===== config.mk =====
export PLATFORM = sky130hd
export DESIGN_NAME = multi_channel_oneshot_timer_unit
export DESIGN_NICKNAME = d
export VERILOG_FILES = /design/src/rtl/mcot_pkg.sv /design/src/rtl/multi_channel_oneshot_timer_unit.sv /design/src/rtl/mcot_cell.sv
export SDC_FILE = /design/constraint.sdc
export NUM_CORES = 1
export LEC_CHECK = 0
export BUFFER_PORTS_ARGS = -buffer_cell sky130_fd_sc_hd__buf_2
export CORE_ASPECT_RATIO = 1.4
export CORE_MARGIN = 3
export CORE_UTILIZATION = 60
export DETAILED_ROUTE_END_ITERATION = 12
export PLACE_DENSITY = 0.78
export SYNTH_ARGS = -nofsm -noshare
export SYNTH_HDL_FRONTEND = slang
export SYNTH_SLANG_ARGS = --single-unit

===== constraint.sdc =====
create_clock -name clk_i -period 5.88 [get_ports clk_i]
set_input_delay 1.176 -clock clk_i [delete_from_list [all_inputs] [get_ports clk_i]]
set_output_delay 1.176 -clock clk_i [all_outputs]
set_load 0.03 [all_outputs]

===== src/rtl/mcot_pkg.sv =====
package mcot_pkg;

  localparam int unsigned CHANNELS = 8;

  localparam int unsigned KIND_W = 2;
  localparam int unsigned CH_W   = 4;
  localparam int unsigned DUR_W  = 31;
  localparam int unsigned CNT_W  = 32;
  localparam int unsigned IDX_W  = (CHANNELS > 1) ? $clog2(CHANNELS) : 1;

  typedef enum logic [KIND_W-1:0] {
    KIND_TICK  = 2'd0,
    KIND_START = 2'd1,
    KIND_STOP  = 2'd2
  } kind_e;

  localparam logic EV_EXPIRY  = 1'b0;
  localparam logic EV_SUMMARY = 1'b1;

  // one timer channel as held in a cell
  typedef struct packed {
    logic             armed;
    logic [CNT_W-1:0] deadline;
  } chan_t;

  // per-cell control
  typedef struct packed {
    logic shift;  // take the neighbor's contents
    logic set;    // arm with a new deadline
    logic clr;    // disarm
  } cell_ctrl_t;

endpackage


===== src/rtl/multi_channel_oneshot_timer_unit.sv =====
// Bank of CHANNELS one-shot timers sharing a 32-bit tick count.
// An input transaction is a tick (count + 1), a start (arm channel with
// deadline = count + duration) or a stop (disarm channel); start/stop on a
// channel at or above CHANNELS, and kind 3, change nothing. After each
// transaction every armed channel whose deadline is <= count (plain unsigned
// compare) fires in ascending order: one expiry result each, then a summary
// result (last = 1) with any_armed and the ticks to the earliest remaining
// deadline. Channels live in a ring of cells that rotates by one position per
// cycle past a single head compare unit, except while a fire waits for a full,
// stalled output register; the summary likewise waits for it. A transaction is
// accepted and its operation applied, then the ring rotates once through the
// head, then the summary is issued. The next transaction is accepted once the
// summary has moved into the output register.
module multi_channel_oneshot_timer_unit (
  input  logic                          clk_i,
  input  logic                          rst_ni,
  // input channel
  input  logic                          in_valid_i,
  output logic                          in_stall_o,
  input  logic [mcot_pkg::KIND_W-1:0]   kind_i,
  input  logic [mcot_pkg::CH_W-1:0]     channel_i,
  input  logic [mcot_pkg::DUR_W-1:0]    duration_i,
  // result channel
  output logic                          out_valid_o,
  input  logic                          out_stall_i,
  output logic                          event_res_o,
  output logic [mcot_pkg::CH_W-1:0]     fired_channel_o,
  output logic                          any_armed_o,
  output logic [mcot_pkg::CNT_W-1:0]    wait_ticks_o,
  output logic                          last_o
);

  localparam int unsigned N = mcot_pkg::CHANNELS;

  typedef enum logic [2:0] {
    ST_IDLE = 3'b001,
    ST_SCAN = 3'b010,
    ST_SUM  = 3'b100
  } state_e;

  state_e state_q, state_d;

  logic [mcot_pkg::CNT_W-1:0] tick_count_q, tick_count_d;
  logic [mcot_pkg::IDX_W-1:0] scan_q, scan_d;      // channel now at the head
  logic                       any_q, any_d;        // running min valid
  logic [mcot_pkg::CNT_W-1:0] best_q, best_d;      // running min deadline

  // output register
  logic                       out_valid_q, out_valid_d;
  logic                       ev_q, ev_d;
  logic [mcot_pkg::CH_W-1:0]  ch_q, ch_d;
  logic                       anyo_q, anyo_d;
  logic [mcot_pkg::CNT_W-1:0] wait_q, wait_d;
  logic                       last_q, last_d;

  mcot_pkg::chan_t      cell_state [N];
  mcot_pkg::chan_t      cell_nbr   [N];
  mcot_pkg::cell_ctrl_t cell_ctrl  [N];

  logic                       in_accept;
  logic                       out_free;
  logic                       chan_ok;
  logic                       head_fire;
  logic                       shift;
  logic [mcot_pkg::CNT_W-1:0] new_deadline;
  mcot_pkg::chan_t            head_pass;

  assign in_stall_o = (state_q != ST_IDLE);
  assign in_accept  = in_valid_i && !in_stall_o;
  assign out_free   = !out_valid_q || !out_stall_i;

  assign chan_ok      = ({1'b0, channel_i} < (mcot_pkg::CH_W + 1)'(N));
  assign new_deadline = tick_count_q + {1'b0, duration_i};

  // head compare: cell 0 holds channel scan_q
  assign head_fire = cell_state[0].armed && (cell_state[0].deadline <= tick_count_q);
  // ring rotates unless a fire must wait for the output register
  assign shift     = (state_q == ST_SCAN) && (!head_fire || out_free);

  // head re-enters at the tail, disarmed if it fired
  assign head_pass.armed    = cell_state[0].armed && !head_fire;
  assign head_pass.deadline = cell_state[0].deadline;

  for (genvar k = 0; k < N; k++) begin : g_cell
    localparam int unsigned NEXT = (k + 1) % N;

    logic sel;
    assign sel = in_accept && chan_ok && (channel_i == mcot_pkg::CH_W'(k));

    assign cell_nbr[k] = (k == N - 1) ? head_pass : cell_state[NEXT];

    assign cell_ctrl[k].shift = shift;
    assign cell_ctrl[k].set   = sel && (mcot_pkg::kind_e'(kind_i) == mcot_pkg::KIND_START);
    assign cell_ctrl[k].clr   = sel && (mcot_pkg::kind_e'(kind_i) == mcot_pkg::KIND_STOP);

    mcot_cell u_cell (
      .clk_i      (clk_i),
      .rst_ni     (rst_ni),
      .ctrl_i     (cell_ctrl[k]),
      .neighbor_i (cell_nbr[k]),
      .deadline_i (new_deadline),
      .state_o    (cell_state[k])
    );
  end

  always_comb begin
    state_d      = state_q;
    tick_count_d = tick_count_q;
    scan_d       = scan_q;
    any_d        = any_q;
    best_d       = best_q;

    out_valid_d  = out_valid_q && out_stall_i;
    ev_d         = ev_q;
    ch_d         = ch_q;
    anyo_d       = anyo_q;
    wait_d       = wait_q;
    last_d       = last_q;

    case (state_q)
      ST_IDLE: begin
        if (in_accept) begin
          case (mcot_pkg::kind_e'(kind_i))
            mcot_pkg::KIND_TICK: tick_count_d = tick_count_q + 1'b1;
            default: ;  // start/stop act on the cells; kind 3 does nothing
          endcase
          scan_d  = '0;
          any_d   = 1'b0;
          state_d = ST_SCAN;
        end
      end
      ST_SCAN: begin
        if (shift) begin
          if (head_fire) begin
            out_valid_d = 1'b1;
            ev_d        = mcot_pkg::EV_EXPIRY;
            ch_d        = mcot_pkg::CH_W'(scan_q);
            anyo_d      = 1'b0;
            wait_d      = '0;
            last_d      = 1'b0;
          end else if (cell_state[0].armed) begin
            any_d = 1'b1;
            if (!any_q || (cell_state[0].deadline < best_q)) begin
              best_d = cell_state[0].deadline;
            end
          end
          if (scan_q == mcot_pkg::IDX_W'(N - 1)) begin
            state_d = ST_SUM;
          end else begin
            scan_d = scan_q + 1'b1;
          end
        end
      end
      ST_SUM: begin
        if (out_free) begin
          // remaining armed deadlines all lie above the count
          out_valid_d = 1'b1;
          ev_d        = mcot_pkg::EV_SUMMARY;
          ch_d        = '0;
          anyo_d      = any_q;
          wait_d      = any_q ? (best_q - tick_count_q) : '0;
          last_d      = 1'b1;
          state_d     = ST_IDLE;
        end
      end
      default: state_d = ST_IDLE;
    endcase
  end

  always_ff @(posedge clk_i or negedge rst_ni) begin
    if (!rst_ni) begin
      state_q      <= ST_IDLE;
      tick_count_q <= '0;
      scan_q       <= '0;
      any_q        <= 1'b0;
      out_valid_q  <= 1'b0;
    end else begin
      state_q      <= state_d;
      tick_count_q <= tick_count_d;
      scan_q       <= scan_d;
      any_q        <= any_d;
      out_valid_q  <= out_valid_d;
    end
  end

  always_ff @(posedge clk_i) begin
    best_q <= best_d;
    ev_q   <= ev_d;
    ch_q   <= ch_d;
    anyo_q <= anyo_d;
    wait_q <= wait_d;
    last_q <= last_d;
  end

  assign out_valid_o     = out_valid_q;
  assign event_res_o     = ev_q;
  assign fired_channel_o = ch_q;
  assign any_armed_o     = anyo_q;
  assign wait_ticks_o    = wait_q;
  assign last_o          = last_q;

  // accepted transaction always starts a ring pass
  a_accept_scan: assert property (@(posedge clk_i) disable iff (!rst_ni)
    in_accept |=> (state_q == ST_SCAN) && (scan_q == '0))
    else $error("accepted transaction did not start a scan");

  // only the summary carries last
  a_last_summary: assert property (@(posedge clk_i) disable iff (!rst_ni)
    out_valid_o |-> (last_o == (event_res_o == mcot_pkg::EV_SUMMARY)))
    else $error("last flag disagrees with result kind");

  // while idle the pending result, if any, is the summary
  a_idle_summary: assert property (@(posedge clk_i) disable iff (!rst_ni)
    (state_q == ST_IDLE) && out_valid_o |-> last_o)
    else $error("expiry pending while idle");

  // expiries name an existing channel
  a_fired_range: assert property (@(posedge clk_i) disable iff (!rst_ni)
    out_valid_o && (event_res_o == mcot_pkg::EV_EXPIRY) |->
      ({1'b0, fired_channel_o} < (mcot_pkg::CH_W + 1)'(N)))
    else $error("expiry for nonexistent channel");

  // a summary with armed channels never reports zero wait
  a_wait_nonzero: assert property (@(posedge clk_i) disable iff (!rst_ni)
    out_valid_o && last_o && any_armed_o |-> (wait_ticks_o != '0))
    else $error("armed summary with zero wait");

endmodule


===== src/rtl/mcot_cell.sv =====
module mcot_cell (
  input  logic                           clk_i,
  input  logic                           rst_ni,
  input  mcot_pkg::cell_ctrl_t           ctrl_i,
  input  mcot_pkg::chan_t                neighbor_i,
  input  logic [mcot_pkg::CNT_W-1:0]     deadline_i,
  output mcot_pkg::chan_t                state_o
);

  logic                       armed_q, armed_d;
  logic [mcot_pkg::CNT_W-1:0] deadline_q, deadline_d;

  always_comb begin
    armed_d    = armed_q;
    deadline_d = deadline_q;
    if (ctrl_i.shift) begin
      armed_d    = neighbor_i.armed;
      deadline_d = neighbor_i.deadline;
    end else if (ctrl_i.set) begin
      armed_d    = 1'b1;
      deadline_d = deadline_i;
    end else if (ctrl_i.clr) begin
      armed_d    = 1'b0;
    end
  end

  always_ff @(posedge clk_i or negedge rst_ni) begin
    if (!rst_ni) begin
      armed_q <= 1'b0;
    end else begin
      armed_q <= armed_d;
    end
  end

  // deadline is payload, meaningful only while armed
  always_ff @(posedge clk_i) begin
    deadline_q <= deadline_d;
  end

  assign state_o.armed    = armed_q;
  assign state_o.deadline = deadline_q;

endmodule

# Yosys cells after proc, flatten, opt, wreduce, memory -nomap -nowiden
# Index checks and enable logic that the tools add are counted.
# classes
addsub	4
magnitude_cmp	3
n_eq_ne	22
n_mux	73
bitwise_logic	1
n_reduce_logical	64
# op_table
cell	count
$mux W32	20
$pmux W32 S2	1
$mux W1	35
$add A32 B1 Y32 const B	1
$add A32 B31 Y32	1
$le A32 B32 Y1	1
$lt A32 B32 Y1	1
$sub A32 B32 Y32	1
$logic_and A1 B1 Y1	30
$reduce_bool A3 Y1	8
$mux W3	7
$reduce_bool A2 Y1	10
$eq A4 B3 Y1 const B	4
$mux W4	3
$ne A2 B2 Y1 const B	6
$reduce_and A4 Y1	3
$reduce_and A5 Y1	2
$pmux W3 S3	1
$eq A4 B2 Y1 const B	2
$pmux W1 S2	4
$pmux W4 S2	1
$eq A3 B3 Y1 const B	2
$pmux W3 S2	1
$logic_not A1 Y1	5
other kinds (14)	17
# totals
regBits	374
inputBits	41
output_inout_bits	41
wordCells	193

# Depth between registers and ports, before layout
# logic_depth
depth_word	9
ltp_mapped	12
depth_no_buf	11

# Hierarchy
# Synthesis repeated with hierarchy kept, for this count alone.
# unflattened
cells_unflattened	1561
area_unflattened_um2	21415.5
# by_module_without_submodules
module	instances	cells_each	area_per_inst_um2
mcot_cell	8	74	1559.0
multi_channel_oneshot_timer_unit	1	969	8943.6

# Least setup slack after synthesis
# No wires, ideal clock.
# synth_timing
kind	flip-flop to flip-flop
from	reg tick_count_q[1] (netlist bit)
to	reg best_q[0] (netlist bit), enable pin
setup_time_ns	0.474
t_arrival_ns	4.199
t_required_ns	5.406
setup_slack_ns	1.206
stages_incl_launch_ff	9
synth_period_minus_slack_ns	4.674
cell_sequence	dfrtp_1 inv_1 ha_1 nor2b_1 o211ai_1 a2111oi_0 o41a_1 o2111ai_1 a221oi_1
# synth_between
elab_chain_cells	6
# synth_rtl
item	line_no	source
from (decl)	multi_channel_oneshot_timer_unit.sv:43	logic [mcot_pkg::CNT_W-1:0] tick_count_q, tick_count_d;
from (signal assigned)	multi_channel_oneshot_timer_unit.sv:179	tick_count_q <= tick_count_d;
$le A32 B32 Y1 (*)	multi_channel_oneshot_timer_unit.sv:76	assign head_fire = cell_state[0].armed && (cell_state[0].deadline <= tick_count_q);
$logic_and A1 B1 Y1 (*)	multi_channel_oneshot_timer_unit.sv:76	
$logic_not A1 Y1	multi_channel_oneshot_timer_unit.sv:78	assign shift = (state_q == ST_SCAN) && (!head_fire || out_free);
$logic_or A1 B1 Y1	multi_channel_oneshot_timer_unit.sv:78	
$logic_and A1 B1 Y1	multi_channel_oneshot_timer_unit.sv:78	
$reduce_and A5 Y1 (no source line) (*)	--	
to (signal assigned)	multi_channel_oneshot_timer_unit.sv:187	best_q <= best_d;
to (decl)	multi_channel_oneshot_timer_unit.sv:46	logic [mcot_pkg::CNT_W-1:0] best_q, best_d;
# Mark *: on every way between the ends. The rest lies on a longest branch, timed or not.
# A chain may end at the register's enable or synchronous reset.

# Worst setup path in the final report
# layout_timing
from	reg g_cell[0].u_cell.deadline_q[30] (netlist bit)
to	reg g_cell[7].u_cell.deadline_q[24] (netlist bit), data pin
# layout_between
elab_chain_cells	6
# layout_rtl
item	line_no	source
from (decl)	mcot_cell.sv:11	logic [mcot_pkg::CNT_W-1:0] deadline_q, deadline_d;
from (signal assigned)	mcot_cell.sv:37	deadline_q <= deadline_d;
$le A32 B32 Y1	multi_channel_oneshot_timer_unit.sv:76	
$logic_and A1 B1 Y1	multi_channel_oneshot_timer_unit.sv:76	
$logic_not A1 Y1	multi_channel_oneshot_timer_unit.sv:78	
$logic_or A1 B1 Y1	multi_channel_oneshot_timer_unit.sv:78	
$logic_and A1 B1 Y1	multi_channel_oneshot_timer_unit.sv:78	
$mux W32	mcot_cell.sv:16	if (ctrl_i.shift) begin
net g_cell[7].u_cell.deadline_d, one bit	mcot_cell.sv:11	
to (signal assigned)	mcot_cell.sv:37	
to (decl)	mcot_cell.sv:11	
# The timed path passes the listed nets, and every way through them passes these cells.

==> impl_results.md <==
- CTS Buf Count: 35
- Area of the mapped netlist: slightly below 20000 um^2
- FMAX: between 200 and 250 MHz
- Final GP Congestion: 0.9121
- Number of global-route vias before repair: 12.87k
- Ys async rst share: around 13%
- Leakage: just over 9 nW
- Final worst-path cycle share: ~73%
- Synth Area in XOR/XNOR: around 2.6%
- Sequential Power Share: 49.2%
- Largest net degree at the start of global routing: 121
- Cell internal pwr: approximately 0.0054 W
- Top cell type by total area after synthesis: edfxtp_1
- Crit-path max FO: 29
- Row cnt: 77
- Area of the multi-input gates: around 8000 um^2
- Post-Synth Simple-Gate Area: about a tenth
- Setup crit start kind: flop
- Synth Register Bits: between 300 and 400
- Crit. End Element: flop
- Post-synth EDFFs: between 300 and 400
- Clock Sinks: approximately 370
- Rel. slew slack: a little under a quarter
- Clock skew: between 0.015 and 0.02 ns
- Power, Total: 0.007621 W
- Hold Vio Cnt, Final: 0
- RSZ-0062 raised after global routing: no
- Net Switching: between 0.002 and 0.0025 W
- Slew @ Worst Pin: around 1.1 ns
- Filler cell count: around 2.3k
- Drt pass-1 iters: 5
- Port bufs: 80
- Die H: 219.1 um
- Final ANT Viol Nets: 0
- Initial antenna violation count: 0
- Core box area: 31790 um^2
- Mux share of post-synthesis cell area: less than 1%
- Most common flop cell mapped by yosys: edfxtp_1
- Sw Ratio: between 20% and 30%
- Via count: 13.27k
- Register area: 10960 um^2
- DIE AREA: between 30000 and 40000 um^2
- Non-Filler Cell Area, Final: 21300 um^2
- Clk root buf: clkbuf_16
- Largest cells by area after synthesis: edfxtp_1 50%, a21o_1 9.8%, ha_1 8.2%
- IO Pins: just over 80
- Commonest cells after routing, fill and taps aside: 325 x edfxtp_1, 254 x a21o_1, 152 x nand2_1
- TritonCTS clock tree: yes
- Hold crit path type: reg -> reg
- Area Overhead vs Synth: 9.409%
- Total track usage: around a quarter
- # hold bufs at CTS: 0
- Clock Power Share: 27.6%
- Clock-pin slew on the worst setup and hold paths: roughly 0.07 ns
- Routed len/inst: just under 20 um
- Final wirelength: between 40000 and 50000 um
- Initial Utilization: between 60% and 70%
- Vias per cell: between 6 and 7
- Area after DPL: 20260 um^2
- CTS max path bufs: 3
- Global-route wire length before repair: around 67000 um
- DR DRC count: 0
- Post-CTS Setup Bufs: 0
- Fin util: about two thirds
- Max Slew Vio Count: 0
- Post-Syn Nets: ~1.8k
- Post-route setup TNS: 0 ns
- Setup WS pre-CTS: approximately 1.6 ns
- Synth warn: 0
- Final setup fails: 0
- Main combinational cell family by area after synthesis: compound AO/OA/AOI/OAI gates
- CTS H-Tree Depth: 2
- Crit path kind: reg -> reg
- Power Dens Cells: between 300 and 400 nW/um^2
- Adder-cell share of the synthesized area: roughly 8.4%
- Commonest non-fill, non-tap cell in the layout: edfxtp_1
- Sequential cell area fraction in the yosys report: between 50 and 60%
- Max-cap viol count: 0
- Minimum clock period: between 4 and 5 ns
- Combinational power share: 23.1%
- HPWL after DPL: 29590 um
- Synthesized netlist cell count: around 1.6k
- Share of the synthesized area in the top cell type: around half
- VDD IR max: just under 0.2 mV
- Mapped Avg Cell Area: between 10 and 15 um^2
- Post-CTS sizing: 0
- CP required: 6.29 ns
- Share of post-route cells with drive strength above 1: around a tenth
- First DRT Iteration DRCs: 1338
- Worst-skew pair later-pin latency: ~0.54 ns
- Compound-Gate Fraction of Synth Area: 18.39%
- Yosys cell types: 80
- FF-to-FF setup slack: 1.61 ns
- Die Width: 158.2 um
- Outcome: completed
- Grt total ovfl: 0
- Ant diodes: 0
- Setup WS post-layout: 1.611 ns
- Worst Path Arrival: 4.68 ns
- Total Nets Final: 1893
## through the flow
step                hold slack, ns  instances
finish                      0.4759       2143
global route                0.4879       2143
CTS                         0.4778       2143
detailed placement          0.4618       2080
global placement            0.4579       2080
floorplan                   0.4429       1639
## Yosys cell counts (7+ instances only)
cell      count
a21oi_1      77
inv_1        87
o21bai_1      8
nand3_1      47
or3_1         7
xor2_1       14
o21a_1       35
nor4_1       10
xnor2_1      44
nor2_1       83
nor3_1       31
o21ai_0      53
nor3_2        7
o211ai_1      7
and3_1       14
nand2_1     152
ha_1        128
nand4_1      20
a21o_1      254
edfxtp_1    325
buf_2        22
a211oi_1     11
dfrtp_1      47
clkbuf_1     17
nor2b_1       9
## worst max-delay path, cell delays in order, from the launching register on
cell      delay (ns)
edfxtp_1        0.52
ha_1            0.38
nand4_1         0.18
nor4_1          0.83
nand2_1         0.40
o21a_1          0.33
o21ai_4         0.22
buf_4           0.42
nand2_1         0.12
a311oi_2        0.58
a21o_1          0.15
## kinds of logic (layout without fill, tap and decap cells)
logic type      Yosys count  count (layout)
flops                   373             373
simple gates            420             420
mux                       6               6
compound gates          513             513
other cells               1               1
fa+ha+maj               130             130
buf+inv                 138             247
xor+xnor                 58              58
## layout make-up
cell class | count | area share [%]
repair buffers | 97 | 2.538
flip-flops and latches | 373 | 51.46
well taps | 395 | 2.320
clock buffers | 46 | 4.453
multi-input cells | 1128 | 37.28
inverters | 87 | 1.533
clock inverters | 17 | 0.4112
## power groups by stage
stage	sequential, W	combinational (W)	clock, W
final	0.00375	0.00176	0.00211
after global routing	0.00379	0.00196	0.00225
after CTS	0.00375	0.00178	0.00215
after detailed placement	0.00381	0.00176	0
after global placement	0.00379	0.00168	0
after floorplan	0.00373	0.00132	0
## state kept, by name (all words and copies together) (netlist names), 3 cells and up
signal and count:
scan_q 3, best_q 32, fired_channel_o 3, state_q 3, g_cell.u_cell.deadline_q 256, g_cell.u_cell.armed_q 8
wait_ticks_o 32, tick_count_q 32
## layer usage
metal | global-route usage (%) | share of wire (%) | vias up
li1 | - | - | 6288
met1 | 32.97 | 42 | 6456
met2 | 40.07 | 48 | 428
met3 | 3.354 | 5.5 | 99
met4 | 10.53 | 4.4 | 0
met5 | 0 | 0 | -
## path summary, 6_finish.rpt
path                       cells after the start                                   endpoint                                 startpoint
max                                           10  g_cell[7].u_cell.deadline_q[24]$_DFFE_PP_  g_cell[0].u_cell.deadline_q[30]$_DFFE_PP_
min                                            1       g_cell[1].u_cell.armed_q$_DFFE_PN0P_       g_cell[2].u_cell.armed_q$_DFFE_PN0P_
max reg2reg                                   10  g_cell[7].u_cell.deadline_q[24]$_DFFE_PP_  g_cell[0].u_cell.deadline_q[30]$_DFFE_PP_
min reg2reg                                    1       g_cell[1].u_cell.armed_q$_DFFE_PN0P_       g_cell[2].u_cell.armed_q$_DFFE_PN0P_
max in group asynchronous                      2                tick_count_q[0]$_DFFE_PN0P_                                     rst_ni
min in group asynchronous                      2       g_cell[1].u_cell.armed_q$_DFFE_PN0P_                                     rst_ni
No activity file was read; power rests on OpenSTA's default activity.
